==> src/design/adcap_pkg.sv <==
package adcap_pkg;

	// Delay memory; depth must be a power of two so that pointer arithmetic wraps for free.
	localparam int DEPTH  = 131072;
	localparam int AW     = $clog2(DEPTH);
	localparam int SW     = 16;
	localparam int DLY_W  = 17;
	localparam int GAIN_W = 16;
	localparam int IDX_W  = 3;
	localparam int CFG_W  = 17;

	// gain (unsigned, one guard bit) times sample
	localparam int PROD_W = SW + GAIN_W + 1;
	// product after the Q1.15 shift
	localparam int Q_W    = PROD_W - 15;
	localparam int SUM_W  = Q_W + 1;

	localparam logic [DLY_W-1:0]  RST_ECHO_DELAY    = DLY_W'(2205);
	localparam logic [DLY_W-1:0]  RST_COMB_DELAY    = DLY_W'(1306);
	localparam logic [GAIN_W-1:0] RST_FEEDBACK_GAIN = GAIN_W'(32768);
	localparam logic [GAIN_W-1:0] RST_ECHO_DECAY    = GAIN_W'(16384);

	localparam logic signed [SUM_W-1:0] SAT_HI = SUM_W'((1 << (SW - 1)) - 1);
	localparam logic signed [SUM_W-1:0] SAT_LO = ~SAT_HI;

	typedef enum logic [1:0] {
		MODE_PLAIN   = 2'd0,
		MODE_COMB    = 2'd1,
		MODE_ALLPASS = 2'd2,
		MODE_ECHO    = 2'd3
	} mode_t;

	typedef enum logic [IDX_W-1:0] {
		REG_MODE          = 3'd0,
		REG_ECHO_DELAY    = 3'd1,
		REG_COMB_DELAY    = 3'd2,
		REG_FEEDBACK_GAIN = 3'd3,
		REG_ECHO_DECAY    = 3'd4
	} reg_idx_t;

	typedef struct packed {
		mode_t             mode;
		logic [DLY_W-1:0]  echo_delay;
		logic [DLY_W-1:0]  comb_delay;
		logic [GAIN_W-1:0] feedback_gain;
		logic [GAIN_W-1:0] echo_decay;
	} cfg_t;

	// read side of the delay memory for the item at the input
	typedef struct packed {
		logic [AW-1:0] raddr;
		logic          filled;  // entry written since reset
		logic [AW-1:0] waddr;
	} rd_req_t;

	typedef struct packed {
		logic          we;
		logic [AW-1:0] waddr;
		logic [SW-1:0] wdata;
	} wr_req_t;

	// round(gain * s / 2^15), ties toward plus infinity
	function automatic logic signed [Q_W-1:0] q15_mul(input logic [GAIN_W-1:0] gain,
			input logic signed [SW-1:0] s);
		logic signed [PROD_W-1:0] p;
		p = PROD_W'($signed({1'b0, gain})) * PROD_W'(s);
		p = p + PROD_W'(16384);
		return $signed(p[PROD_W-1:15]);
	endfunction

	function automatic logic signed [SW-1:0] sat(input logic signed [SUM_W-1:0] v);
		logic signed [SW-1:0] r;
		if (v > SAT_HI) begin
			r = SAT_HI[SW-1:0];
		end else if (v < SAT_LO) begin
			r = SAT_LO[SW-1:0];
		end else begin
			r = v[SW-1:0];
		end
		return r;
	endfunction

endpackage

==> src/design/adcap_addr.sv <==
module adcap_addr (
	input  logic                 clk,
	input  logic                 arst_n,
	input  adcap_pkg::cfg_t      cfg,
	input  logic                 issue,
	output adcap_pkg::rd_req_t   req
);

	logic [adcap_pkg::AW-1:0]    wp_q;
	logic                        wrap_q;
	logic [adcap_pkg::DLY_W-1:0] d_raw;
	logic [adcap_pkg::AW-1:0]    d_eff;
	logic [adcap_pkg::AW-1:0]    raddr;

	always_comb begin
		if (cfg.mode == adcap_pkg::MODE_PLAIN || cfg.mode == adcap_pkg::MODE_ECHO) begin
			d_raw = cfg.echo_delay;
		end else begin
			d_raw = cfg.comb_delay;
		end
		priority if (d_raw == '0) begin
			d_eff = adcap_pkg::AW'(1);
		end else if (32'(d_raw) >= adcap_pkg::DEPTH) begin
			d_eff = adcap_pkg::AW'(adcap_pkg::DEPTH - 1);
		end else begin
			d_eff = adcap_pkg::AW'(d_raw);
		end
		raddr = wp_q - d_eff;
	end

	// Until the pointer first wraps, only entries below it have been written;
	// the rest read as zero without a clearing pass.
	assign req.raddr  = raddr;
	assign req.filled = wrap_q || (raddr < wp_q);
	assign req.waddr  = wp_q;

	always_ff @(posedge clk or negedge arst_n) begin
		if (!arst_n) begin
			wp_q   <= '0;
			wrap_q <= 1'b0;
		end else if (issue) begin
			wp_q <= wp_q + 1'b1;
			if (wp_q == adcap_pkg::AW'(adcap_pkg::DEPTH - 1)) begin
				wrap_q <= 1'b1;
			end
		end
	end

endmodule

==> config.mk <==
export PLATFORM = sky130hd
export DESIGN_NAME = adcap_addr
export DESIGN_NICKNAME = d
export VERILOG_FILES = /design/src/design/adcap_pkg.sv /design/src/design/adcap_addr.sv
export SDC_FILE = /design/constraint.sdc
export NUM_CORES = 1
export LEC_CHECK = 0
export ABC_AREA = 1
export BUFFER_PORTS_ARGS = -buffer_cell sky130_fd_sc_hd__clkbuf_2
export CORE_MARGIN = 2
export CORE_UTILIZATION = 45
export DETAILED_ROUTE_END_ITERATION = 8
export PLACE_DENSITY = 0.76
export SLEW_MARGIN = 15
export SYNTH_ARGS = -nofsm -noshare
export SYNTH_HDL_FRONTEND = slang
export SYNTH_SLANG_ARGS = --single-unit
==> constraint.sdc <==
create_clock -name clk -period 6.42 [get_ports clk]
set_clock_uncertainty 0.15 [all_clocks]
set_input_delay 1.605 -clock clk [delete_from_list [all_inputs] [get_ports clk]]
set_output_delay 1.605 -clock clk [all_outputs]
set_load 0.01 [all_outputs]
Word-level counts from Yosys, hierarchy flattened
Cells that the tools add are included.
Widths: inputs -> output; s select.
{"block": "totals", "in_bits": 71, "ff_bits": 18}
{"block": "classes", "magnitude_cmp": 1, "addsub": 2, "n_mux": 2, "n_reduce_logical": 5, "eq_ne": 2}
{"operator": "$mux 17", "count": 2}
{"operator": "$add 17x1->17 const B", "count": 1}
{"operator": "$eq 17x17->1 const B", "count": 1}
{"operator": "$logic_not 17->1", "count": 1}
{"operator": "$lt 17x17->1", "count": 1}
{"operator": "$sub 17x17->17", "count": 1}
{"operator": "$eq 2x2->1 const B", "count": 1}
{"operator": "$logic_not 2->1", "count": 1}
{"operator": "$logic_or 1x1->1", "count": 2}
{"operator": "$reduce_and 2->1", "count": 1}

Depth between registers and ports, before layout
{"block": "depth", "depth_word": 8, "depth_mapped": 31, "mapped_depth_nobuf": 30}

Worst setup path before layout
Ideal clock, no wire load.
{"block": "synth_timing", "path_kind": "input -> output", "start": "input cfg[67] (netlist name)", "end": "output req[17] (netlist name)", "path_buffers": 1, "slack_ns": 0.053, "arrival_ns": 4.612, "path_stages": 29, "path_cell_list": "inv_2 nand2_2 nand2_4 buf_6 nand2_1 nand2_1 nand3_1 nor2_1 nand3_1 nand2_1 ha_1 inv_1 fa_1 nand2_1 nand2_1 and2_1 nand2_1 nand2_1 nand2_1 nand2_1 xor2_1 ha_1 nand2_1 inv_1 o21ai_0 nand2_1 a21oi_1 nand3_1 nand2_1"}
{"item": "from (decl)", "line": "adcap_addr.sv:4", "text": "input adcap_pkg::cfg_t cfg,"}
{"item": "to (decl)", "line": "adcap_addr.sv:6", "text": "output adcap_pkg::rd_req_t req"}

==> impl_metrics.csv <==
group,metric,value,unit
routing,top_layer,"met4",
timing,fin_crit_sh,103,%
timing,tightest_slew,0.436,ns
synthesis,synth_seq_cells,18,
clock_network,ctsHoldBuffers,0,
timing,hold_slack,0.311,ns
die,dieArea,6110,sq um
finish,fin_area,3590,sq um
setup_path,crit_top_cell,"nand2_1",
placed_design,dp_slack,-0.399,ns
finish,nets,614,
power,total_power,1.29,mW
global_route,grt_use_total,21.3,%
synthesis,yosys_warnings,0,
outcome,violations,"setup timing",
global_route,grt_pass1_wl,10.7,mm
setup_path,crit_arrival,4.89,ns
hold_path,min_delay_path_depth,2,
synthesis,yosysTopAreaCell,"dfrtp_1",
clock_network,numClockSinks,18,
placed_design,portBuffers,73,
synthesis,synthArstFlopShare,100,%
clock_network,clockBufferDepth,2,
routing,drt-wirelength-per-cell,12.2,um
clock_network,h-tree-depth,1,
finish,instances_no_fill,577,
setup_path,rr_worst_depth,8,
power,power_switching,0.664,mW
routing,vias,2846,
timing,setup_ws,-0.224,ns
finish,fin_util,66.3,%
timing,grt_setup_unrepaired,"yes",
power,pwr-share-seq,16.5,%
die,dieHeight,78.2,um
synthesis,seq_area_frac_synth,18.2,%
synthesis,avgSynthCellArea,6.34,sq um
synthesis,synth_top_area_share,18.2,%
clock_network,numCtsBuffers,3,
setup_path,start_kind,"primary input",
clock_network,clockRootBuffer,"clkbuf_8",
global_route,grt_pass1_vias,2545,
clock_network,clk_pin_slew,0.06,ns
synthesis,synthesis.area,2480,sq um
routing,ant_nets,0,
placed_design,place_area,3160,sq um
power,power_density,359,nW/um^2
power,ir_drop,237,uV
outcome,status,"finished, violations left",
finish,fillCellCount,461,
setup_path,worstPathRequired,4.66,ns
clock_network,clk_latency,0.25,ns
clock_network,cts_tree,"yes",
power,p_int,0.625,mW
power,combinationalPowerShare,77.5,%
die,start_util,45.8,%
placed_design,dp.cells,567,
routing,wl_met2,3.48,mm
setup_path,slowest_stage,"fa_2",
timing,fmax,151,MHz
setup_path,crit_type,"in2out",
die,num_rows,27,
die,dieWidth,78.2,um
routing,firstDrtPassIters,4,
finish,synthToLayoutAreaGrowth,44.7,%
setup_path,worst-path-max-fanout,4,
timing,period_minus_slack,6.64,ns
routing,wl_met3,343,um
routing,drt-total-wl,7.01,mm
setup_path,cp_slowest_stage_delay,0.35,ns
synthesis,netlist_instances,391,
placed_design,dp_hpwl,5.33,mm
synthesis,synth_top_flop_cell,"dfrtp_1",
global_route,grt_start_max_net_pins,19,
finish,drive_gt1_share,33.3,%
timing,setup_tns,-0.224,ns
timing,setup_viol,1,
power,p_leak,2.05,nW
synthesis,synthTopCellsByArea,"dfrtp_1 (18%), nand2_1 (18%), ha_1 (18%)",
timing,finalHoldViolCount,0,
routing,vias_per_cell,4.93,
die,io_pins,106,
power,p_clk_share,5.9,%
routing,drt_iter0_markers,111,
hold_path,holdCritPathClass,"reg2reg",
routing,wl_met1,3.02,mm
timing,slew-limit-headroom,71.0,%
flow_run,drv_cap,0,
synthesis,syn_nets,498,
synthesis,synth-edff-count,0,
global_route,antenna_found_initial,0,
placed_design,routabilityCongestion,0.871,
finish,diodes,0,
routing,drc,0,
global_route,grt_overflow,0,
synthesis,synth.distinct_cells,30,
timing,drv_slew,0,
setup_path,end_kind,"output port",
die,core,5410,sq um
power,p_sw_share,51.5,%
[per-layer routing]
layer	track usage, %	vias to the layer above
li1	-	1473
met1	26.6	1267
met2	38.1	88
met3	1.84	18
met4	7.89	0
met5	0	-
[worst max-delay path: cells and delay by family]
kind | cells | cell delay [ns]
xor gates and xnor gates | 1 | 0.17
buffers and inverters | 6 | 0.51
AOI/OAI and AO/OA | 2 | 0.28
and+or+nand+nor | 19 | 1.54
adders and majority gates | 3 | 0.78
[power groups by stage]
stage / Clock [mW] / Combinational, mW / Sequential [mW]
floorplan: 0 / 0.563 / 0.208
global placement: 0 / 0.874 / 0.212
detailed placement: 0 / 0.906 / 0.213
CTS: 0.0770 / 0.943 / 0.212
global route: 0.0833 / 1.12 / 0.220
finish: 0.0764 / 0.999 / 0.213
[state kept, by name, summed over array words and instances, names as in the netlist]
| name | count |
|---|---|
| wp_q | 17 |
| wrap_q | 1 |
[synth_stat cells (all sizes together) (2+ instances only)]
cell type and instances:
nand2 127, inv 68, ha 35, nor2 32
a21oi 22, nand3 22, xor2 22, dfrtp 18
o21ai 17, nand4 6, nor3 6, a21o 2
buf 2, nor4 2, o21a 2, o21bai 2
[timing repair]
action                     4_1_cts  5_1_grt
pin swaps                       10       30
buffers inserted                 3        2
resized for setup               23       55
setup endpoints to repair        1        1
cloned                           1        1
[cell usage in the layout (no fill, tap or decap), drive strengths merged]
cell type	Yosys	final
xor2	22	22
nand3b	1	1
o21bai	2	2
xnor2	1	1
clkbuf	0	73
and2	1	1
a21oi	22	22
a21o	2	2
fa	1	1
a21boi	1	1
dfrtp	18	18
nand2	127	129
or2	1	1
nand4	6	6
nor4	2	2
inv	68	66
ha	35	35
nand3	22	22
o21ai	17	17
o21a	2	2
buf	2	41
nor3	6	6
clkinv	0	2
nor2	32	32
[logic make-up (layout without fill, tap and decap cells)]
logic type | after synthesis | in the layout | synth area share [%]
AO/OA/AOI/OAI | 46 | 46 | 10.2
XOR/XNOR | 23 | 23 | 8.13
AND/OR/NAND/NOR | 198 | 200 | 34.0
adder cells (fa/ha/maj) | 36 | 36 | 18.5
flip-flops | 18 | 18 | 18.2
buffers and inverters | 70 | 182 | 11.1
[cell type report]
class,count,area (sq um),share of cell area [%]
multi-input cells,305,2030,56.7
flip-flops and latches,18,450,12.6
well taps,72,90.1,2.51
inverters,68,280,7.82
repair buffers,111,692,19.3
clock buffers,3,41.3,1.15
[worst paths after layout]
check	from	endpoint	slack, ns
hold / removal	wrap_q$_DFFE_PN0P_	wrap_q$_DFFE_PN0P_	0.31
min in group asynchronous	arst_n	wp_q[0]$_DFFE_PN0P_	1.13
setup / recovery	cfg[67]	req[17]	-0.22
hold reg to reg	wrap_q$_DFFE_PN0P_	wrap_q$_DFFE_PN0P_	0.31
setup reg to reg	wp_q[0]$_DFFE_PN0P_	wp_q[16]$_DFFE_PN0P_	4.48
max in group asynchronous	arst_n	wp_q[16]$_DFFE_PN0P_	4.68
Note: power is estimated with default switching activity, not from simulation.
