[src/design/adcap_pkg.sv]
package adcap_pkg;

	// Delay memory; depth must be a power of two so that pointer arithmetic wraps for free.
	localparam int DEPTH  = 131072;
	localparam int AW     = $clog2(DEPTH);
	localparam int SW     = 16;
	localparam int DLY_W  = 17;
	localparam int GAIN_W = 16;
	localparam int IDX_W  = 3;
	localparam int CFG_W  = 17;

	// gain (unsigned, one guard bit) times sample
	localparam int PROD_W = SW + GAIN_W + 1;
	// product after the Q1.15 shift
	localparam int Q_W    = PROD_W - 15;
	localparam int SUM_W  = Q_W + 1;

	localparam logic [DLY_W-1:0]  RST_ECHO_DELAY    = DLY_W'(2205);
	localparam logic [DLY_W-1:0]  RST_COMB_DELAY    = DLY_W'(1306);
	localparam logic [GAIN_W-1:0] RST_FEEDBACK_GAIN = GAIN_W'(32768);
	localparam logic [GAIN_W-1:0] RST_ECHO_DECAY    = GAIN_W'(16384);

	localparam logic signed [SUM_W-1:0] SAT_HI = SUM_W'((1 << (SW - 1)) - 1);
	localparam logic signed [SUM_W-1:0] SAT_LO = ~SAT_HI;

	typedef enum logic [1:0] {
		MODE_PLAIN   = 2'd0,
		MODE_COMB    = 2'd1,
		MODE_ALLPASS = 2'd2,
		MODE_ECHO    = 2'd3
	} mode_t;

	typedef enum logic [IDX_W-1:0] {
		REG_MODE          = 3'd0,
		REG_ECHO_DELAY    = 3'd1,
		REG_COMB_DELAY    = 3'd2,
		REG_FEEDBACK_GAIN = 3'd3,
		REG_ECHO_DECAY    = 3'd4
	} reg_idx_t;

	typedef struct packed {
		mode_t             mode;
		logic [DLY_W-1:0]  echo_delay;
		logic [DLY_W-1:0]  comb_delay;
		logic [GAIN_W-1:0] feedback_gain;
		logic [GAIN_W-1:0] echo_decay;
	} cfg_t;

	// read side of the delay memory for the item at the input
	typedef struct packed {
		logic [AW-1:0] raddr;
		logic          filled;  // entry written since reset
		logic [AW-1:0] waddr;
	} rd_req_t;

	typedef struct packed {
		logic          we;
		logic [AW-1:0] waddr;
		logic [SW-1:0] wdata;
	} wr_req_t;

	// round(gain * s / 2^15), ties toward plus infinity
	function automatic logic signed [Q_W-1:0] q15_mul(input logic [GAIN_W-1:0] gain,
			input logic signed [SW-1:0] s);
		logic signed [PROD_W-1:0] p;
		p = PROD_W'($signed({1'b0, gain})) * PROD_W'(s);
		p = p + PROD_W'(16384);
		return $signed(p[PROD_W-1:15]);
	endfunction

	function automatic logic signed [SW-1:0] sat(input logic signed [SUM_W-1:0] v);
		logic signed [SW-1:0] r;
		if (v > SAT_HI) begin
			r = SAT_HI[SW-1:0];
		end else if (v < SAT_LO) begin
			r = SAT_LO[SW-1:0];
		end else begin
			r = v[SW-1:0];
		end
		return r;
	endfunction

endpackage

[src/design/adcap_cfg.sv]
module adcap_cfg (
	input  logic                          clk,
	input  logic                          arst_n,
	input  logic                          cfg_valid,
	output logic                          cfg_ready,
	input  logic [adcap_pkg::IDX_W-1:0]   cfg_index,
	input  logic [adcap_pkg::CFG_W-1:0]   cfg_data,
	output adcap_pkg::cfg_t               cfg
);

	adcap_pkg::cfg_t cfg_q;

	assign cfg_ready = 1'b1;
	assign cfg       = cfg_q;

	always_ff @(posedge clk or negedge arst_n) begin
		if (!arst_n) begin
			cfg_q.mode          <= adcap_pkg::MODE_PLAIN;
			cfg_q.echo_delay    <= adcap_pkg::RST_ECHO_DELAY;
			cfg_q.comb_delay    <= adcap_pkg::RST_COMB_DELAY;
			cfg_q.feedback_gain <= adcap_pkg::RST_FEEDBACK_GAIN;
			cfg_q.echo_decay    <= adcap_pkg::RST_ECHO_DECAY;
		end else if (cfg_valid) begin
			unique case (adcap_pkg::reg_idx_t'(cfg_index))
				adcap_pkg::REG_MODE: begin
					cfg_q.mode <= adcap_pkg::mode_t'(cfg_data[1:0]);
				end
				adcap_pkg::REG_ECHO_DELAY: begin
					cfg_q.echo_delay <= cfg_data[adcap_pkg::DLY_W-1:0];
				end
				adcap_pkg::REG_COMB_DELAY: begin
					cfg_q.comb_delay <= cfg_data[adcap_pkg::DLY_W-1:0];
				end
				adcap_pkg::REG_FEEDBACK_GAIN: begin
					cfg_q.feedback_gain <= cfg_data[adcap_pkg::GAIN_W-1:0];
				end
				adcap_pkg::REG_ECHO_DECAY: begin
					cfg_q.echo_decay <= cfg_data[adcap_pkg::GAIN_W-1:0];
				end
				default: begin
					// unmapped index, write dropped
				end
			endcase
		end
	end

endmodule

[config.mk]
export PLATFORM = sky130hd
export DESIGN_NAME = adcap_cfg
export DESIGN_NICKNAME = d
export VERILOG_FILES = /design/src/design/adcap_pkg.sv /design/src/design/adcap_cfg.sv
export SDC_FILE = /design/constraint.sdc
export NUM_CORES = 1
export LEC_CHECK = 0
export BUFFER_PORTS_ARGS = -buffer_cell sky130_fd_sc_hd__buf_2
export CORE_UTILIZATION = 54
export DETAILED_ROUTE_END_ITERATION = 16
export HOLD_SLACK_MARGIN = 0.06
export PLACE_DENSITY = 0.85
export REMOVE_ABC_BUFFERS = 1
export SLEW_MARGIN = 20
export SYNTH_ARGS = -nofsm -noshare
export SYNTH_HDL_FRONTEND = slang
export SYNTH_SLANG_ARGS = --single-unit
[constraint.sdc]
create_clock -name clk -period 1.1 [get_ports clk]
set_input_delay 0.055 -clock clk [delete_from_list [all_inputs] [get_ports clk]]
set_output_delay 0.055 -clock clk [all_outputs]
set_load 0.02 [all_outputs]
Word level (Yosys, flattened, before mapping)
Index checks and enable logic that the tools add are counted.
{ "word_totals": {"out_inout_bits": 69, "regBits": 68, "in_bits": 23} }
{ "classes": {"reduce_logical": 6, "eq_ne": 4} }
{ "op_table": {"columns": ["cell", "count"], "rows": [
  ["AND reduction 2 bit", 5],
  ["equality test 3 x 2 -> 1 bit, second input constant", 2],
  ["equality test 3 x 1 -> 1 bit, second input constant", 1],
  ["equality test 3 bit, second input constant", 1],
  ["zero test 3 bit", 1]
]} }

Longest topological paths before layout
Gate-level depths: netlist of run 1.
{ "logic_depth": {"ltp_word": 2, "depth_mapped": 4} }

Worst setup path after synthesis of run 1
No wires, ideal clock.
{ "synth_path": {"kind": "input port to flip-flop", "from": "input cfg_index[2] (netlist bit)", "to": "register cfg_q, in the netlist cfg[38]", "t_arrival_ns": 0.899, "n_path_buf": 2, "path_stages": 4, "path_slack_ns": 0.076, "setup_time_ns": 0.125, "cell_sequence": "and4bb_1 > buf_6 > buf_6 > mux2_4"} }
{ "synth_between": {"elab_chain_cells": 2} }
{ "synth_lines": {"columns": ["item", "line_no", "rtl"], "rows": [
  ["from (decl)", "adcap_cfg.sv:6", "input logic [adcap_pkg::IDX_W-1:0] cfg_index,"],
  ["equality test 3 x 2 -> 1 bit", "adcap_cfg.sv:24", "unique case (adcap_pkg::reg_idx_t'(cfg_index))"],
  ["AND reduction 2 bit (no source line)", null, null],
  ["to (decl)", "adcap_cfg.sv:11", "adcap_pkg::cfg_t cfg_q;"]
]} }
Every way passes these cells.
A chain may end at the register's enable or synchronous reset.

Worst setup path in the final report of run 1
{ "layout_path": {"from": "register cfg_q, in the netlist cfg[60]", "to": "output cfg[60] (netlist bit)"} }
{ "layout_rtl": {"columns": ["item", "line_no", "rtl"], "rows": [
  ["to (decl)", "adcap_cfg.sv:8", "output adcap_pkg::cfg_t cfg"]
]} }
No word-level cell between the ends.

==> results of run 1 <==
kinds of logic (layout without fill, tap and decap cells):
| kind of cell | count (synthesis) | count (layout) | synth area share (%) |
|---|---|---|---|
| multiplexers | 68 | 68 | 31.91 |
| buffers and inverters | 8 | 133 | 3.318 |
| other | 1 | 1 | 0.1362 |
| flip-flops | 68 | 68 | 62.41 |
| AND/OR/NAND/NOR | 5 | 5 | 2.227 |
cells in the final DEF (no fill, tap or decap), drive strengths merged:
cell type	instances
and4bb	3
buf	99
bufinv	1
clkbuf	14
clkinv	1
conb	1
dfrtp	55
dfstp	13
dlygate4sd3	18
mux2	68
nand4b	1
nor4b	1
through the flow:
stage | hold WS [ns] | instance area, µm² | TNS [ns]
3_3_place_gp | 0.1006 | 3313 | -0.5242
6_report | 0.2462 | 3740 | 0
4_1_cts | 0.2331 | 3704 | 0
5_1_grt | 0.2458 | 3740 | -0.01130
2_1_floorplan | -0.2406 | 2661 | -8.815
3_5_place_dp | 0.1040 | 3313 | -1.513
report_power, final:
part,internal (mW),switching [mW]
combinational,1.11,1.21
sequential,3.13,0.324
clock,1.11,0.890
total,5.35,2.42
area by class of cell:
cell class                 count  share of cell area [%]
sequential                    68                   45.94
multi-input combinational     74                   25.23
timing repair buffer         117                   21.58
clock buffer                  14                   4.082
tap                           67                   2.242
clock inverter                 2                  0.9368
worst max-delay path by stage:
stage | from | cells past startpoint | endpoint | slack [ns]
2_1_floorplan | cfg_index[2] | 2 | cfg[32] | -0.23
3_3_place_gp | cfg_index[1] | 4 | cfg[4] | -0.04
3_5_place_dp | cfg_index[1] | 4 | cfg[4] | -0.08
4_1_cts | cfg[53] | 1 | cfg[53] | 0.001
5_1_grt | cfg[51] | 1 | cfg[51] | -0.005
6_report | cfg[60] | 1 | cfg[60] | 0.03
per-layer routing:
metal / part of all wire [%] / up-vias / wire, µm / track usage, %
met5: 0 / - / 0 / 0
li1: - / 769 / - / -
met4: 0.70 / 0 / 40 / 7.051
met3: 6.9 / 5 / 397 / 9.053
met2: 46 / 74 / 2621 / 34.88
met1: 47 / 873 / 2690 / 31.45
timing repair:
item / 4_1_cts / 5_1_grt
setup endpoints to repair: 9 / 11
hold endpoints to repair: 136 / 0
hold buffers: 18 / 0
gates resized for setup: 9 / 11
==> out/qor.yml, run 1 <==
clock_tree:
  cts.sinks: 68
  clk_pin_slew_ns: 0.06
  clkLatencyLatePin_ns: 0.33
  cts_buffers: 9
  cts_tree: "done"
  clock-root-buffer: "clkbuf_8"
  cts_max_level: 3
  post_cts_buffers: 0
  clock_path_buffers: 2
critical_path:
  cp-start-kind: "flop"
  cp.arrival_ns: 1.02
  crit_chain: "buf_4"
  crit_slowest_cell: "dfstp_2"
  cp_max_fo: 2
  rrSetupSlack_ns: 0.30
  critPathRequiredTime_ns: 1.04
  slowest_delay_ns: 0.54
  rr_worst_depth: 1
  r2r-end: "cfg[46]"
  crit_type: "flop to output pin"
  cp_num_buf_inv: 1
  crit_path_end_kind: "output pin"
  cpLargestDelayFamily: "flip-flops"
  r2r-start: "cfg[46]"
logic_synthesis:
  synth_most_common_cell: "dfrtp_1"
  synth_async_sr_flop_share_pct: 100.0
  yosys.area.top_type: "dfrtp_1"
  avgSynthCellArea_um2: 18.35
  ys.warnings.count: 0
  synthTopCellsByCount: "dfrtp_1, mux2_2, mux2_4"
  synth-seq-area-share_pct: 62.41
  synth-seq-cells: 68
  ys_types: 11
  synthesis.area_um2: 2753
  synthTopCellsByArea: "dfrtp_1, mux2_4, mux2_2"
  synth_top_area_share_pct: 50.00
  synth_edf_count: 0
  synth_cells: 150
  ys.flop_type: "dfrtp_1"
pwr:
  power_leakage_nw: 1.810
  totalPowerFinal_mw: 7.779
  ir_drop_v: 0.001240
  p_per_area_nw_per_um2: 2080
route:
  ant_nets: 0
  vias: 1721
  drtPass1Iterations: 4
  wire_per_inst_um: 16.81
  wirelength_um: 5750
  dr.first_iter.drc_count: 46
  drc: 0
  drt-vias-per-instance: 5.032
floorplan:
  ioPinCount: 92
  dieArea_um2: 5387
  initial_core_util_pct: 57.14
  fp.dieW_um: 73.40
  rows: 25
  die_y_um: 73.40
  coreArea_um2: 4817
timing:
  rsz0062_at_grt: "true"
  post-route-period-util_pct: 97.37
  finalMaxSlewViolations: 0
  setup_slack_ns: 0.02895
  max_freq_mhz: 933.7
  finClkSkew_ns: 0
  report.final.hold_viol_count: 0
  setup_violations: 0
  fin_crit_ns: 1.071
global_route:
  grt_usage_pct: 23.23
  grt_pass1_vias: 1761
  antenna_found_initial: 0
  grt_max_degree: 69
  grt_pass1_wl_um: 8956
  grt.overflow.total: 0
placement:
  portBuffers: 90
  gp_congestion: 0.7296
  dp_hpwl_um: 3597
  dp_cells: 308
  pre_cts_ws_ns: -0.08389
finish:
  final_cells: 342
  fillers: 309
  seqCellArea_um2: 1718
  antennaDiodeCount: 0
  syn_to_final_growth_pct: 35.86
  multi_input_area_um2: 943.4
  finalCoreUtilization_pct: 77.64
  final_nets: 293
  drive_gt1_share_pct: 70.18
  largest_register_ff_count: 68
min_path:
  hold_class: "primary input to flop"
  holdPathStages: 4
  hold_start: "cfg_index[2]"
  min_delay_worst_endpoint: "cfg[66]"
job:
  cap_violations: 0
outcome:
  outcome: "complete, no violations"
Note: power is estimated with default switching activity, not from simulation.
==> inputs of run 2 (changes only) <==
Settings changed: MAX_ROUTING_LAYER set to met4.
==> run 2 against run 1 <==
  * Maximum frequency is 0.66% higher
  * Critical path type unchanged
  * Critical path depth stayed put
  * Combinational power about the same
  * Final cell count is 0.29% higher
  * Die area unchanged
  * Clock-buffer cell count stayed put
  * Worst hold slack lost 0.0024 ns
  * Sequential power is essentially flat
  * First-iteration DRC count increased by 13%
  * Non-clock buffer count rose by 1
  * Largest power group unchanged
  * Clock skew unchanged
  * Critical endpoint unchanged
==> out/qor.yml, run 2 (same netlist as run 1, synthesis figures left out) <==
outcome:
  outcome: "complete, no violations"
timing:
  rsz0062_at_grt: "true"
  setup_slack_ns: 0.03597  # +0.007022 ns
  finalMaxSlewViolations: 0  # unchanged
  timing.hold.ws_ns: 0.2438  # -0.002383 ns
  report.final.hold_viol_count: 0  # unchanged
  fin_crit_ns: 1.064  # -0.007022 ns
  finClkSkew_ns: 0  # unchanged
  post-route-period-util_pct: 96.73  # -0.64 points
  max_freq_mhz: 939.8  # +0.66%
  setup_violations: 0  # unchanged
route:
  ant_nets: 0  # unchanged
  wire_per_inst_um: 16.60  # -1.3%
  wirelength_um: 5694  # -0.97%
  drt-vias-per-instance: 5.029  # about the same
  drtPass1Iterations: 4  # unchanged
  vias: 1725  # +0.23%
  dr.first_iter.drc_count: 52  # +13%
  drc: 0  # unchanged
critical_path:
  critPathRequiredTime_ns: 1.04  # about the same
  crit_slowest_cell: "dfstp_2"
  crit_chain: "buf_4"
  cp.depth: 1  # unchanged
  crit_path_end_kind: "output pin"
  r2r-start: "cfg[42]"
  cp_max_fo: 2  # unchanged
  r2r-end: "cfg[42]"
  cpLargestDelayFamily: "flip-flops"
  rr_worst_depth: 2  # +1
  slowest_delay_ns: 0.54  # about the same
  cp_num_buf_inv: 1  # unchanged
  cp.arrival_ns: 1.01  # about the same
  cp-start-kind: "flop"
  crit_type: "flop to output pin"
  rrSetupSlack_ns: 0.28  # -0.02 ns
min_path:
  holdPathStages: 4  # unchanged
  min_delay_worst_endpoint: "cfg[66]"
  hold_start: "cfg_index[2]"
  hold_class: "primary input to flop"
pwr:
  switching_share_pct: 30.98  # -0.18 points
  p_seq_share_pct: 44.4  # about the same
  p_per_area_nw_per_um2: 2074  # -0.29%
  p_int_mw: 5.364  # +0.17%
  power_leakage_nw: 1.815  # +0.27%
  ir_drop_v: 0.001240  # about the same
  comb_power_share_pct: 30.0  # about the same
  totalPowerFinal_mw: 7.772  # about the same
  clkPwrFrac_pct: 25.6  # about the same
  net-switching-power_mw: 2.408  # -0.67%
finish:
  stdcell_area_um2: 3747  # +0.20%
  final_cells: 343  # +0.29%
  final_common_cell: "buf_2"
  drive_gt1_share_pct: 70.29  # +0.11 points
  antennaDiodeCount: 0  # unchanged
  seqCellArea_um2: 1718  # unchanged
  final_cell_mix: "buf_2, dfrtp_1, mux2_2, mux2_4, dlygate4sd3_1"
  multi_input_area_um2: 943.4  # unchanged
  syn_to_final_growth_pct: 36.14
  final_nets: 294  # +0.34%
  largest_register_ff_count: 68  # unchanged
  fillers: 310  # +0.32%
floorplan:
  fp.dieW_um: 73.40  # unchanged
  rows: 25  # unchanged
  coreArea_um2: 4817  # unchanged
  dieArea_um2: 5387  # unchanged
  die_y_um: 73.40  # unchanged
  initial_core_util_pct: 57.14  # unchanged
  ioPinCount: 92  # unchanged
global_route:
  grt.overflow.total: 0  # unchanged
  grt_usage_pct: 23.97  # +0.74 points
  grt_pass1_vias: 1766  # +0.28%
  grt_pass1_wl_um: 8956  # unchanged
  antenna_found_initial: 0  # unchanged
  grt_max_degree: 69  # unchanged
clock_tree:
  cts_tree: "done"
  clock_path_buffers: 2  # unchanged
  clk_pin_slew_ns: 0.06  # about the same
  cts_max_level: 3  # unchanged
  cts.sinks: 68  # unchanged
  clkLatencyLatePin_ns: 0.33  # about the same
  cts_buffers: 9  # unchanged
  clock-root-buffer: "clkbuf_8"
placement:
  pre_cts_ws_ns: -0.08389  # unchanged
  gp_congestion: 0.7385  # +1.2%
  portBuffers: 90  # unchanged
  dp_hpwl_um: 3597  # unchanged
  dp_cells: 308  # unchanged
  place_area_um2: 3313  # unchanged
job:
  cap_violations: 0  # unchanged
[run 2: cell types whose count changed in the layout (fill, tap and decap cells not counted)]
cell   change
buf_4      +1
[run 2: power by group through the flow]
stage,registers [mW],clock network [mW],logic [mW]
finish,3.45,1.99,2.34
global route,3.51,2.16,2.48
CTS,3.44,2.05,2.28
detailed placement,3.46,0,2.19
global placement,3.44,0,2.14
floorplan,4.14,0,0.661
[run 2: layer usage]
layer / GRT usage [%] / share of wire, %
met2: 34.77 / 46
met5: - / 0
met3: 8.916 / 6.4
met1: 31.73 / 47
met4: 7.051 / 1.1
[run 2: how the worst max path moves through the flow]
stage              end          from  slack, ns
2_1_floorplan  cfg[32]  cfg_index[2]      -0.23
3_3_place_gp    cfg[4]  cfg_index[1]      -0.04
3_5_place_dp    cfg[4]  cfg_index[1]      -0.08
4_1_cts        cfg[53]       cfg[53]      0.001
5_1_grt        cfg[51]       cfg[51]     -0.006
6_report       cfg[60]       cfg[60]       0.04
[run 2: through the flow]
stage               setup TNS [ns]  utilization [%]
floorplan                   -8.815                -
global placement           -0.5242            68.78
detailed placement          -1.513            68.78
CTS                              0            76.88
global route              -0.01255            77.79
finish                           0            77.79
[run 2: worst register-to-register path: stages (launching register included)]
cell and delay, ns:
dfstp_2 0.38, buf_4 0.12, mux2_4 0.25
[run 2: repair_timing]
action	in CTS	in global routing
hold endpoints to repair	136	0
gates resized for setup	9	11
buffers inserted	0	1
hold buffers	18	0
setup endpoints to repair	9	11
[run 2: layout make-up]
cell class                      count  area share [%]
Clock buffer                       14           4.073
Clock inverter                      2          0.9349
Multi-Input combinational cell     74           25.18
Sequential cell                    68           45.84
Tap cell                           67           2.237
Timing Repair Buffer              118           21.74
