--- config.mk ---
export PLATFORM = sky130hd
export DESIGN_NAME = adcap_dp
export DESIGN_NICKNAME = d
export VERILOG_FILES = /design/src/design/adcap_pkg.sv /design/src/design/adcap_dp.sv
export SDC_FILE = /design/constraint.sdc
export NUM_CORES = 1
export LEC_CHECK = 0
export BUFFER_PORTS_ARGS = -buffer_cell sky130_fd_sc_hd__buf_2
export CORE_UTILIZATION = 35
export CTS_CLUSTER_DIAMETER = 80
export CTS_CLUSTER_SIZE = 16
export DETAILED_ROUTE_END_ITERATION = 12
export SLEW_MARGIN = 20
export SYNTH_ARGS = -nofsm -noshare
export SYNTH_HDL_FRONTEND = slang
export SYNTH_SLANG_ARGS = --single-unit
--- constraint.sdc ---
create_clock -name clk -period 13.94 [get_ports clk]
set_clock_uncertainty 0.2 [all_clocks]
set_input_delay 1.394 -clock clk [delete_from_list [all_inputs] [get_ports clk]]
set_output_delay 1.394 -clock clk [all_outputs]
set_load 0.005 [all_outputs]
--- src/design/adcap_pkg.sv ---
package adcap_pkg;

	// Delay memory; depth must be a power of two so that pointer arithmetic wraps for free.
	localparam int DEPTH  = 131072;
	localparam int AW     = $clog2(DEPTH);
	localparam int SW     = 16;
	localparam int DLY_W  = 17;
	localparam int GAIN_W = 16;
	localparam int IDX_W  = 3;
	localparam int CFG_W  = 17;

	// gain (unsigned, one guard bit) times sample
	localparam int PROD_W = SW + GAIN_W + 1;
	// product after the Q1.15 shift
	localparam int Q_W    = PROD_W - 15;
	localparam int SUM_W  = Q_W + 1;

	localparam logic [DLY_W-1:0]  RST_ECHO_DELAY    = DLY_W'(2205);
	localparam logic [DLY_W-1:0]  RST_COMB_DELAY    = DLY_W'(1306);
	localparam logic [GAIN_W-1:0] RST_FEEDBACK_GAIN = GAIN_W'(32768);
	localparam logic [GAIN_W-1:0] RST_ECHO_DECAY    = GAIN_W'(16384);

	localparam logic signed [SUM_W-1:0] SAT_HI = SUM_W'((1 << (SW - 1)) - 1);
	localparam logic signed [SUM_W-1:0] SAT_LO = ~SAT_HI;

	typedef enum logic [1:0] {
		MODE_PLAIN   = 2'd0,
		MODE_COMB    = 2'd1,
		MODE_ALLPASS = 2'd2,
		MODE_ECHO    = 2'd3
	} mode_t;

	typedef enum logic [IDX_W-1:0] {
		REG_MODE          = 3'd0,
		REG_ECHO_DELAY    = 3'd1,
		REG_COMB_DELAY    = 3'd2,
		REG_FEEDBACK_GAIN = 3'd3,
		REG_ECHO_DECAY    = 3'd4
	} reg_idx_t;

	typedef struct packed {
		mode_t             mode;
		logic [DLY_W-1:0]  echo_delay;
		logic [DLY_W-1:0]  comb_delay;
		logic [GAIN_W-1:0] feedback_gain;
		logic [GAIN_W-1:0] echo_decay;
	} cfg_t;

	// read side of the delay memory for the item at the input
	typedef struct packed {
		logic [AW-1:0] raddr;
		logic          filled;  // entry written since reset
		logic [AW-1:0] waddr;
	} rd_req_t;

	typedef struct packed {
		logic          we;
		logic [AW-1:0] waddr;
		logic [SW-1:0] wdata;
	} wr_req_t;

	// round(gain * s / 2^15), ties toward plus infinity
	function automatic logic signed [Q_W-1:0] q15_mul(input logic [GAIN_W-1:0] gain,
			input logic signed [SW-1:0] s);
		logic signed [PROD_W-1:0] p;
		p = PROD_W'($signed({1'b0, gain})) * PROD_W'(s);
		p = p + PROD_W'(16384);
		return $signed(p[PROD_W-1:15]);
	endfunction

	function automatic logic signed [SW-1:0] sat(input logic signed [SUM_W-1:0] v);
		logic signed [SW-1:0] r;
		if (v > SAT_HI) begin
			r = SAT_HI[SW-1:0];
		end else if (v < SAT_LO) begin
			r = SAT_LO[SW-1:0];
		end else begin
			r = v[SW-1:0];
		end
		return r;
	endfunction

endpackage

--- src/design/adcap_dp.sv ---
module adcap_dp (
	input  logic                        clk,
	input  logic                        arst_n,
	input  adcap_pkg::cfg_t             cfg,
	input  logic                        s_tvalid,
	output logic                        s_tready,
	input  logic [adcap_pkg::SW-1:0]    s_tdata,
	input  adcap_pkg::rd_req_t          req,
	input  logic [adcap_pkg::SW-1:0]    rdata,
	output logic                        issue,
	output adcap_pkg::wr_req_t          wr,
	output logic                        m_tvalid,
	input  logic                        m_tready,
	output logic [adcap_pkg::SW-1:0]    m_tdata
);

	logic                              s1_v_q;
	logic signed [adcap_pkg::SW-1:0]   x_s1;
	logic [adcap_pkg::AW-1:0]          wa_s1;
	logic                              filled_s1;

	logic                              s2_v_q;
	logic signed [adcap_pkg::SW-1:0]   x_s2;
	logic signed [adcap_pkg::SW-1:0]   m_s2;
	logic signed [adcap_pkg::Q_W-1:0]  qs_s2;
	logic signed [adcap_pkg::Q_W-1:0]  qo_s2;
	logic [adcap_pkg::AW-1:0]          wa_s2;

	logic                              out_v_q;
	logic [adcap_pkg::SW-1:0]          out_q;

	logic                              out_free, s2_free, s1_free;
	logic                              s2_go, s1_go, hazard;
	logic signed [adcap_pkg::SW-1:0]   m;
	logic [adcap_pkg::GAIN_W-1:0]      g_store;
	logic signed [adcap_pkg::Q_W-1:0]  qs, qo;
	logic signed [adcap_pkg::SW-1:0]   stored, result;

	assign out_free = !out_v_q || m_tready;
	assign s2_go    = s2_v_q && out_free;
	assign s2_free  = !s2_v_q || out_free;
	assign s1_go    = s1_v_q && s2_free;
	assign s1_free  = !s1_v_q || s2_free;

	// Entries still in flight have not reached memory; the read-first RAM
	// would return stale data, so hold the input until they land.
	assign hazard   = (s1_v_q && req.raddr == wa_s1) || (s2_v_q && req.raddr == wa_s2);
	assign s_tready = s1_free && !hazard;
	assign issue    = s_tvalid && s_tready;

	// s1: delayed sample arrives from memory, both gain products
	always_comb begin
		m       = filled_s1 ? $signed(rdata) : '0;
		g_store = (cfg.mode == adcap_pkg::MODE_ECHO) ? cfg.echo_decay : cfg.feedback_gain;
		qs      = adcap_pkg::q15_mul(g_store, m);
		qo      = adcap_pkg::q15_mul(cfg.feedback_gain, x_s1);
	end

	// s2: sums and saturation
	always_comb begin
		unique case (cfg.mode)
			adcap_pkg::MODE_PLAIN: begin
				stored = x_s2;
				result = adcap_pkg::sat(adcap_pkg::SUM_W'(x_s2) + adcap_pkg::SUM_W'(m_s2));
			end
			adcap_pkg::MODE_COMB: begin
				stored = adcap_pkg::sat(adcap_pkg::SUM_W'(x_s2) + adcap_pkg::SUM_W'(qs_s2));
				result = adcap_pkg::sat(adcap_pkg::SUM_W'(x_s2) + adcap_pkg::SUM_W'(m_s2));
			end
			default: begin
				stored = adcap_pkg::sat(adcap_pkg::SUM_W'(x_s2) + adcap_pkg::SUM_W'(qs_s2));
				result = adcap_pkg::sat(adcap_pkg::SUM_W'(m_s2) - adcap_pkg::SUM_W'(qo_s2));
			end
		endcase
	end

	assign wr.we    = s2_go;
	assign wr.waddr = wa_s2;
	assign wr.wdata = stored;

	assign m_tvalid = out_v_q;
	assign m_tdata  = out_q;

	always_ff @(posedge clk or negedge arst_n) begin
		if (!arst_n) begin
			s1_v_q  <= 1'b0;
			s2_v_q  <= 1'b0;
			out_v_q <= 1'b0;
		end else begin
			if (s1_free) begin
				s1_v_q <= issue;
			end
			if (s2_free) begin
				s2_v_q <= s1_v_q;
			end
			if (out_free) begin
				out_v_q <= s2_v_q;
			end
		end
	end

	always_ff @(posedge clk) begin
		if (issue) begin
			x_s1      <= $signed(s_tdata);
			wa_s1     <= req.waddr;
			filled_s1 <= req.filled;
		end
		if (s1_go) begin
			x_s2  <= x_s1;
			m_s2  <= m;
			qs_s2 <= qs;
			qo_s2 <= qo;
			wa_s2 <= wa_s1;
		end
		if (s2_go) begin
			out_q <= result;
		end
	end

endmodule

**After elaboration in Yosys (flattened, before gate mapping)**

Index checks and enable logic that the tools add are counted.

- Bits in registers: 138
- Input bits: 139
- Word-level logic and storage cells: 55

- Add/subtract/negate cells: 5
- Multiply operators: 2
- Magnitude comparators: 6
- Eq/ne operators: 4
- Mux-type cells: 10
- Reductions and logical operators: 16

Operator list:

| operator | number |
|---|---|
| $mux 16 | 10 |
| $add 33x16->33 const B | 2 |
| $mul 17x16->33 | 2 |
| $gt 19x16->1 const B | 2 |
| $lt 19x16->1 const B | 2 |
| $eq 17x17->1 | 2 |
| $add 16x18->19 | 1 |
| $sub 16x18->19 | 1 |
| $add 16x16->17 | 1 |
| $gt 17x16->1 const B | 1 |
| $lt 17x16->1 const B | 1 |
| $logic_and 1x1->1 | 6 |
| $logic_not 1->1 | 4 |
| $logic_or 1x1->1 | 4 |
| $eq 2x1->1 const B | 1 |
| $eq 2x2->1 const B | 1 |
| $logic_not 2->1 | 1 |
| $reduce_or 2->1 | 1 |

**Longest topological paths before layout**

Gate-level depths: netlist (run 1).

- Depth in word-level cells: 6
- Gate-level depth with buffers: 27

**Worst setup path after synthesis (run 1)**

Ideal clock, no wire load.

- Kind: input to register
- Start: in cfg[67] (netlist name)
- End: reg qs_s2[16] (netlist name), data pin
- Setup time: 258 ps
- Arrival time: 7989 ps
- Data required time: 13482 ps
- Setup slack: 5494 ps
- Cell stages on the path: 27
- Path buffers: 3
- Path through: buf_4 -> nand2_4 -> clkbuf_1 -> buf_1 -> mux2i_1 -> nor2_1 -> fa_1 -> inv_1 -> fa_1 -> fa_1 -> fa_1 -> inv_1 -> fa_1 -> inv_1 -> fa_1 -> inv_1 -> ha_1 -> nand4_1 -> nor2_1 -> a41o_1 -> a21oi_1 -> o21ai_1 -> a21o_1 -> a221o_1 -> a211o_1 -> a21oi_2 -> xnor2_1

- Word-level cells in the longest chain between the ends: 4

RTL lines:

| item | RTL line | source |
|---|---|---|
| start: declaration | adcap_dp.sv:4 | `input adcap_pkg::cfg_t cfg,` |
| $eq 2x2->1 | adcap_dp.sv:54 | `g_store = (cfg.mode == adcap_pkg::MODE_ECHO) ? cfg.echo_decay : cfg.feedback_gain;` |
| $mux 16 | adcap_dp.sv:54 |  |
| $mul 17x16->33 | adcap_pkg.sv:66 | `p = PROD_W'($signed({1'b0, gain})) * PROD_W'(s);` |
| $add 33x16->33 | adcap_pkg.sv:67 | `p = p + PROD_W'(16384);` |
| named net qs, one bit | adcap_dp.sv:36 | `logic signed [adcap_pkg::Q_W-1:0] qs, qo;` |
| end signal: assignment | adcap_dp.sv:111 | `qs_s2 <= qs;` |
| end: declaration | adcap_dp.sv:25 | `logic signed [adcap_pkg::Q_W-1:0] qs_s2;` |

The timed path passes the listed nets, and every way through them passes these cells.
A chain may end at the register's enable or synchronous reset.

**Worst setup path in the final report (run 1)**

Ends and elaborated chain as after synthesis.

==> results of run 1 <==
## cell type report
class	instances	area, um2	share of cell area
sequential	138	4130	0.158
clock inverter	15	200	0.00764
timing repair buffer	169	876	0.0334
clock buffer	17	425	0.0162
multi-input combinational	1743	17500	0.666
tap	873	1090	0.0417
antenna	1	2.50	0.0000955
inverter	538	2020	0.0771
## Yosys cell counts (7+ instances only)
cell type / instances / area, um2
edfxtp_1: 135 / 4050
nand4_1: 8 / 50.1
nor4_1: 7 / 43.8
mux2_2: 14 / 158
o21a_1: 12 / 90.1
nand2_1: 315 / 1180
ha_1: 284 / 3550
and2_1: 128 / 801
a31oi_1: 7 / 43.8
nor2b_1: 11 / 68.8
a22oi_1: 12 / 90.1
nor2_1: 166 / 623
nor3_1: 13 / 65.1
xor2_1: 49 / 429
mux2i_1: 16 / 160
nand2b_1: 25 / 156
o31ai_1: 7 / 52.6
inv_1: 534 / 2000
a21o_1: 34 / 255
clkbuf_1: 53 / 199
xnor2_1: 65 / 569
a221o_1: 16 / 160
fa_1: 391 / 7830
nand3_1: 13 / 65.1
a21oi_1: 51 / 255
o21ai_0: 26 / 130
## metrics by stage
stage	std cells	total power, W
4_1_cts	3493	0.00529
6_report	3494	0.00524
3_5_place_dp	3461	0.00477
5_1_grt	3493	0.00589
3_3_place_gp	3461	0.00476
2_1_floorplan	2482	0.00380
## metal layers
layer  part of all wire  up-vias  wire, um
li1                   -     8010         -
met1               0.46     8326     29100
met2               0.44      580     27800
met3              0.068       84      4290
met4              0.024        0      1480
met5                  0        -         0
## critical path: stages
cell	delay, ps
buf_2	180
nand2_4	430
mux2i_1	760
nor2_1	160
fa_1	540
inv_1	50
fa_1	460
fa_1	500
fa_1	550
inv_1	50
fa_1	510
inv_1	70
fa_1	490
inv_1	60
ha_1	290
nand4_1	80
nor2_1	50
a41o_1	260
a21oi_1	430
o21ai_1	290
a21o_1	270
a221o_1	370
a211o_1	320
a21oi_2	150
xnor2_1	70
## worst paths after layout
check	startpoint	to	slack, ps
worst max register to register	filled_s1$_DFFE_PP_	qs_s2[16]$_DFFE_PP_	5830
worst min register to register	wa_s1[10]$_DFFE_PP_	wa_s2[10]$_DFFE_PP_	270
min in group asynchronous	arst_n	s2_v_q$_DFFE_PN0P_	520
max in group asynchronous	arst_n	s1_v_q$_DFFE_PN0P_	12910
worst min-delay path	wa_s1[10]$_DFFE_PP_	wa_s2[10]$_DFFE_PP_	270
worst max-delay path	cfg[67]	qs_s2[16]$_DFFE_PP_	5080
## power by group through the flow
stage / registers, W / clock network [W] / logic, W
floorplan: 0.000785 / 0 / 0.00301
global placement: 0.000816 / 0 / 0.00394
detailed placement: 0.000820 / 0 / 0.00395
CTS: 0.000811 / 0.000483 / 0.00399
global route: 0.000820 / 0.000498 / 0.00457
finish: 0.000809 / 0.000473 / 0.00396
## state kept, by name, summed over array words and instances, names as in the netlist
register / flops
s1_v_q: 1
m_tdata: 16
m_tvalid: 1
m_s2: 16
qs_s2: 18
wa_s1: 17
qo_s2: 18
s2_v_q: 1
x_s2: 16
wa_s2: 17
filled_s1: 1
x_s1: 16
## kinds of logic (layout without fill, tap and decap cells)
kind of cell    Yosys count  in the layout  synth area share
fa+ha+maj               675            675             0.477
mux                      32             32            0.0146
other cells               0              1                 0
compound gates          216            216            0.0635
buf+inv                 601            739            0.0953
simple gates            706            706             0.134
flops                   138            138             0.173
xor+xnor                114            114            0.0419
==> impl_summary.txt, run 1 <==
----------------------------------------------------
[Outcome]
  Outcome ... finished, final reports clean

[Clocking]
  Number of buffers added by the clock tree synthesis step ... 17
  Clk buf depth ... 2
  Number of buffers inserted for hold repair after clock tree synthesis ... 0
  Postcts setup bufs ... 0
  Clock tree from TritonCTS ... built
  CTS root buffer ... clkbuf_16
  H-tree depth ... 4
  Resize count post-CTS ... 0
  Clk Latency, worst-skew pair ... 460 ps
  Clock tree sinks ... 138
  Clock transition at the registers of the reported paths ... 70 ps

[STA]
  Fin crit period ... 8860 ps
  Total Neg Setup Slack ... 0 ps
  Final setup violating endpoints ... 0
  Setup repair after global routing missed its margin ... no
  Period utilisation layout ... 0.636
  Worst hold-check slack ... 271 ps
  Min setup slack post-route ... 5080 ps
  Slew margin rel. ... 0.285
  Upper clock frequency limit ... 113 MHz
  Worst-margin pin slew ... 1040 ps
  Final Hold Violating Endpoints ... 0
  Final number of max-transition violations ... 0

[Die]
  Initial core utilization ... 0.354
  Area of the die ... 0.0692 mm2
  Floorplan row count ... 95
  Area of the core region ... 0.0673 mm2
  DIE HEIGHT ... 263 um
  Die span in x ... 263 um
  Top-level port count ... 192

[GRT]
  Met3 usage ... 0.0353
  Number of antenna violations at the first check in global routing ... 1
  Remaining Overflow, GRT ... 0
  First-pass GRT wire length ... 99.9 mm
  Total global-route track usage ... 0.188
  Layer with the highest usage ... met2
  Met1 routing resource usage after global routing ... 0.262
  Met2 Usage GRT ... 0.297
  Maximum number of pins on one net before global-route repair ... 70
  Vias in the first global route ... 17814

[Min path]
  Class of the tightest hold or removal check ... reg -> reg
  Worst hold stages ... 0

[Yosys]
  Total number of yosys warnings ... 0
  Main flop type after synthesis ... edfxtp_1
  Proportion of register bits with asynchronous set or reset after synthesis ... 0.0217
  Sequential area share after synthesis ... 0.173
  Mean area per synthesized cell ... 9.61 um2
  Cells after synthesis ... 2482
  #FFs+latches synth ... 138
  Cell area after synthesis ... 0.0238 mm2
  Post-Syn Nets ... 3296
  EDFF count, synth ... 135
  Count of distinct cell types in the synthesized netlist ... 68

[Drt]
  First-pass iteration count of the detailed router ... 5
  Number of antenna-violating nets in the routed design ... 0
  Routed wire per std cell ... 17.9 um
  Total wirelength of the detailed-routed design ... 62.6 mm
  Overall via count from detail_route ... 17000
  Detailed-route DRC error count ... 0
  Detail-routed via count per cell ... 4.87
  DRC violation total after the first TritonRoute iteration ... 964

[Placement]
  Pre-CTS worst setup slack ... 4700 ps
  Area after detailed placement ... 0.0256 mm2
  Final estimated routing congestion in global placement ... 0.886
  Detailed Place HPWL ... 50.3 mm
  Count of input and output buffers ... 157

[Pwr]
  Power share of the clock group ... 0.090
  IR drop worst, VDD ... 0.000309 V
  Internal power consumption ... 0.00272 W
  Net switching component of the power ... 0.00252 W
  Combinational share of power ... 0.755
  Switching share of power ... 0.481
  Leakage power ... 13.2 nW
  Power density over the cells ... 200 mW/mm2
  Relative contribution of sequential cells to total power ... 0.154

[Worst setup path]
  Category of the most critical setup path ... in -> reg
  Critical path arrival ... 8860 ps
  Critical path capture point type ... flop
  CP Data Required Time ... 13940 ps
  Critical path startpoint category ... input pin
  Number of cells traversed by the worst register-to-register path ... 23
  Highest net fanout along the worst path ... 32

[Cells and area]
  Final instance area ... 0.0262 mm2
  Nets ... 3421
  Filler instances ... 6778
  Most used cells in the layout excluding fill and tap cells ... inv_1, fa_1, nand2_1
  Final core area utilization ... 0.389
  Fraction of final layout cells sized beyond drive strength 1 ... 0.0874
  Most common library cell in the layout ignoring fill and taps ... inv_1
  Area delta synth->final ... 9.84%

[Job]
  Number of max-cap violations ... 0

----------------------------------------------------
No activity file was read; power rests on OpenSTA's default activity.
==> run 2, diff against run 1 <==
Clock period 13.94 ns to 7.75 ns, I/O delays scaled along.
==> run 2 against run 1 <==
Combinational power grew 84%. Clock power grew 79%. Die area is the same. Sequential share of layout area shrank 0.32 points. Non-clock buffer count grew 76. Via count grew 2.7%. Routed wire length grew 4.1%. Critical path depth is the same. Final cell count grew 2.1%. Critical endpoint unchanged.
==> impl_summary.txt, run 2 (synthesis gave the netlist of run 1 again) <==
----------------------------------------------------
[Outcome]
  Outcome ... finished, final reports clean

[Worst setup path]
  Number of buffers and inverters on the critical path ... 5 (unchanged)
  Maximum cell stage delay along the critical path ... 550 ps (-210 ps)
  Category of the most critical setup path ... in -> reg
  Most numerous cell on the critical path ... fa_1
  Highest net fanout along the worst path ... 15 (-53%)
  CP Data Required Time ... 7740 ps (-6200 ps)
  Top Family by Delay on Critical Path ... adder cells
  Crit path max-delay cell type ... fa_1
  Critical path capture point type ... flop
  Critical path startpoint category ... input pin
  Critical path arrival ... 7160 ps (-1700 ps)

[Die]
  Top-level port count ... 192 (unchanged)
  Area of the die ... 0.0692 mm2 (unchanged)
  Floorplan row count ... 95 (unchanged)
  DIE HEIGHT ... 263 um (unchanged)
  Initial core utilization ... 0.354 (unchanged)
  Area of the core region ... 0.0673 mm2 (unchanged)
  Die span in x ... 263 um (unchanged)

[Cells and area]
  FF/Latch Area ... 0.00413 mm2 (unchanged)
  Most used cells in the layout excluding fill and tap cells ... inv_1, fa_1, nand2_1
  Fraction of final layout cells sized beyond drive strength 1 ... 0.113 (+0.0254)
  Filler instances ... 6773 (-0.074%)
  Most common library cell in the layout ignoring fill and taps ... inv_1
  Final core area utilization ... 0.398 (+0.00818)
  Area of the multi-input gates ... 0.0175 mm2 (unchanged)
  Largest regs ... qo_s2 x18, qs_s2 x18
  Area delta synth->final ... 12.1%
  Nets ... 3497 (+2.2%)
  Number of inserted diodes ... 0 (-1)
  Final instance area ... 0.0267 mm2 (+2.1%)

[Drt]
  Number of antenna-violating nets in the routed design ... 0 (unchanged)
  Overall via count from detail_route ... 17459 (+2.7%)
  Detail-routed via count per cell ... 4.89 (+0.54%)
  Detailed-route DRC error count ... 0 (unchanged)
  DRC violation total after the first TritonRoute iteration ... 1006 (+4.4%)
  First-pass iteration count of the detailed router ... 5 (unchanged)
  Routed wire per std cell ... 18.3 um (+1.9%)
  Total wirelength of the detailed-routed design ... 65.2 mm (+4.1%)

[Clocking]
  Clock transition at the registers of the reported paths ... 60 ps (about the same)
  H-tree depth ... 4 (unchanged)
  Clk buf depth ... 2 (unchanged)
  Resize count post-CTS ... 0 (unchanged)
  CTS root buffer ... clkbuf_16
  Clock tree sinks ... 138 (unchanged)
  Number of buffers added by the clock tree synthesis step ... 17 (unchanged)
  Clock tree from TritonCTS ... built
  Clk Latency, worst-skew pair ... 450 ps (about the same)

[GRT]
  Total global-route track usage ... 0.196 (+0.00836)
  Maximum number of pins on one net before global-route repair ... 80 (+14%)
  Number of antenna violations at the first check in global routing ... 2 (+1)
  First-pass GRT wire length ... 105 mm (+4.6%)
  Vias in the first global route ... 18499 (+3.8%)
  Remaining Overflow, GRT ... 0 (unchanged)

[STA]
  Final setup violating endpoints ... 0 (unchanged)
  Slew margin rel. ... 0.310 (+0.0244)
  Period utilisation layout ... 0.925
  Worst-margin pin slew ... 1030 ps (-10.6 ps)
  Upper clock frequency limit ... 140 MHz
  Setup repair after global routing missed its margin ... no
  Final Hold Violating Endpoints ... 0 (unchanged)
  Total Neg Setup Slack ... 0 ps (unchanged)
  Worst hold-check slack ... 269 ps (-1.55 ps)
  Fin crit period ... 7170 ps
  Final number of max-transition violations ... 0 (unchanged)

[Pwr]
  Leakage power ... 13.5 nW (+2.6%)
  Power density over the cells ... 359 mW/mm2 (+79%)
  Total design power ... 0.00959 W (+83%)
  IR drop worst, VDD ... 0.000345 V (+11%)

[Placement]
  Count of input and output buffers ... 157 (unchanged)
  Area after detailed placement ... 0.0261 mm2 (+2.2%)
  Detailed Place HPWL ... 54.2 mm (+7.7%)
  Final estimated routing congestion in global placement ... 0.910 (+2.7%)

[Job]
  Number of max-cap violations ... 0 (unchanged)

[Min path]
  Class of the tightest hold or removal check ... reg -> reg

----------------------------------------------------
[run 2: cell count changes in the layout (fill, tap and decap cells not counted), sizes merged]
cell         delta
clkinvlp        +3
buf            +75
dlygate4sd3     +1
clkinv          -4
bufinv          +1
diode           -1
[run 2: power by group]
part / internal (W) / switching (W) / total, W
clock network: 0.000486 / 0.000362 / 0.000848
logic: 0.00315 / 0.00414 / 0.00729
registers: 0.00133 / 0.000124 / 0.00145
total: 0.00497 / 0.00463 / 0.00959
[run 2: area by class of cell]
type,instances,area share
inverter,538,0.0755
clock buffer,17,0.0159
tap,873,0.0408
clock inverter,15,0.00674
timing repair buffer,245,0.0542
multi-input combinational,1743,0.652
sequential,138,0.154
[run 2: path summary, 6_finish.rpt]
path | from | cells after the start | slack, ps | to
setup / recovery | cfg[66] | 25 | 580 | qs_s2[16]$_DFFE_PP_
hold / removal | wa_s1[2]$_DFFE_PP_ | 0 | 270 | wa_s2[2]$_DFFE_PP_
setup reg to reg | x_s1[7]$_DFFE_PP_ | 21 | 700 | qo_s2[17]$_DFFE_PP_
hold reg to reg | wa_s1[2]$_DFFE_PP_ | 0 | 270 | wa_s2[2]$_DFFE_PP_
max in group asynchronous | arst_n | 2 | 6800 | s1_v_q$_DFFE_PN0P_
min in group asynchronous | arst_n | 2 | 450 | m_tvalid$_DFFE_PN0P_
[run 2: repair_timing]
item,in CTS,in global routing
buffers inserted,0,0
endpoints found under the hold margin,3,0
hold buffers,1,0
[run 2: routing by layer]
metal / global-route usage / share of wire
met2: 0.319 / 0.45
met1: 0.277 / 0.46
met4: 0.0460 / 0.019
met5: 0 / 0
met3: 0.0262 / 0.066
[run 2: through the flow]
stage | setup WS, ps | instances
floorplan | 66.2 | 2482
global placement | 144 | 3536
detailed placement | 146 | 3536
CTS | 576 | 3569
global route | 344 | 3569
finish | 582 | 3569
[run 2: worst register-to-register path, stage by stage (launching register included)]
cell and delay (ps):
edfxtp_1 930, nand2_1 200, fa_1 560, inv_1 50, fa_1 490, fa_1 580
fa_1 430, fa_1 500, inv_1 50, fa_1 490, inv_1 60, ha_1 330
nand2_1 90, o21ai_0 330, o211ai_1 160, a31oi_1 350, o2111ai_1 150, nand2_1 160
a41oi_1 180, a21oi_1 250, a21oi_1 120, xnor2_1 130
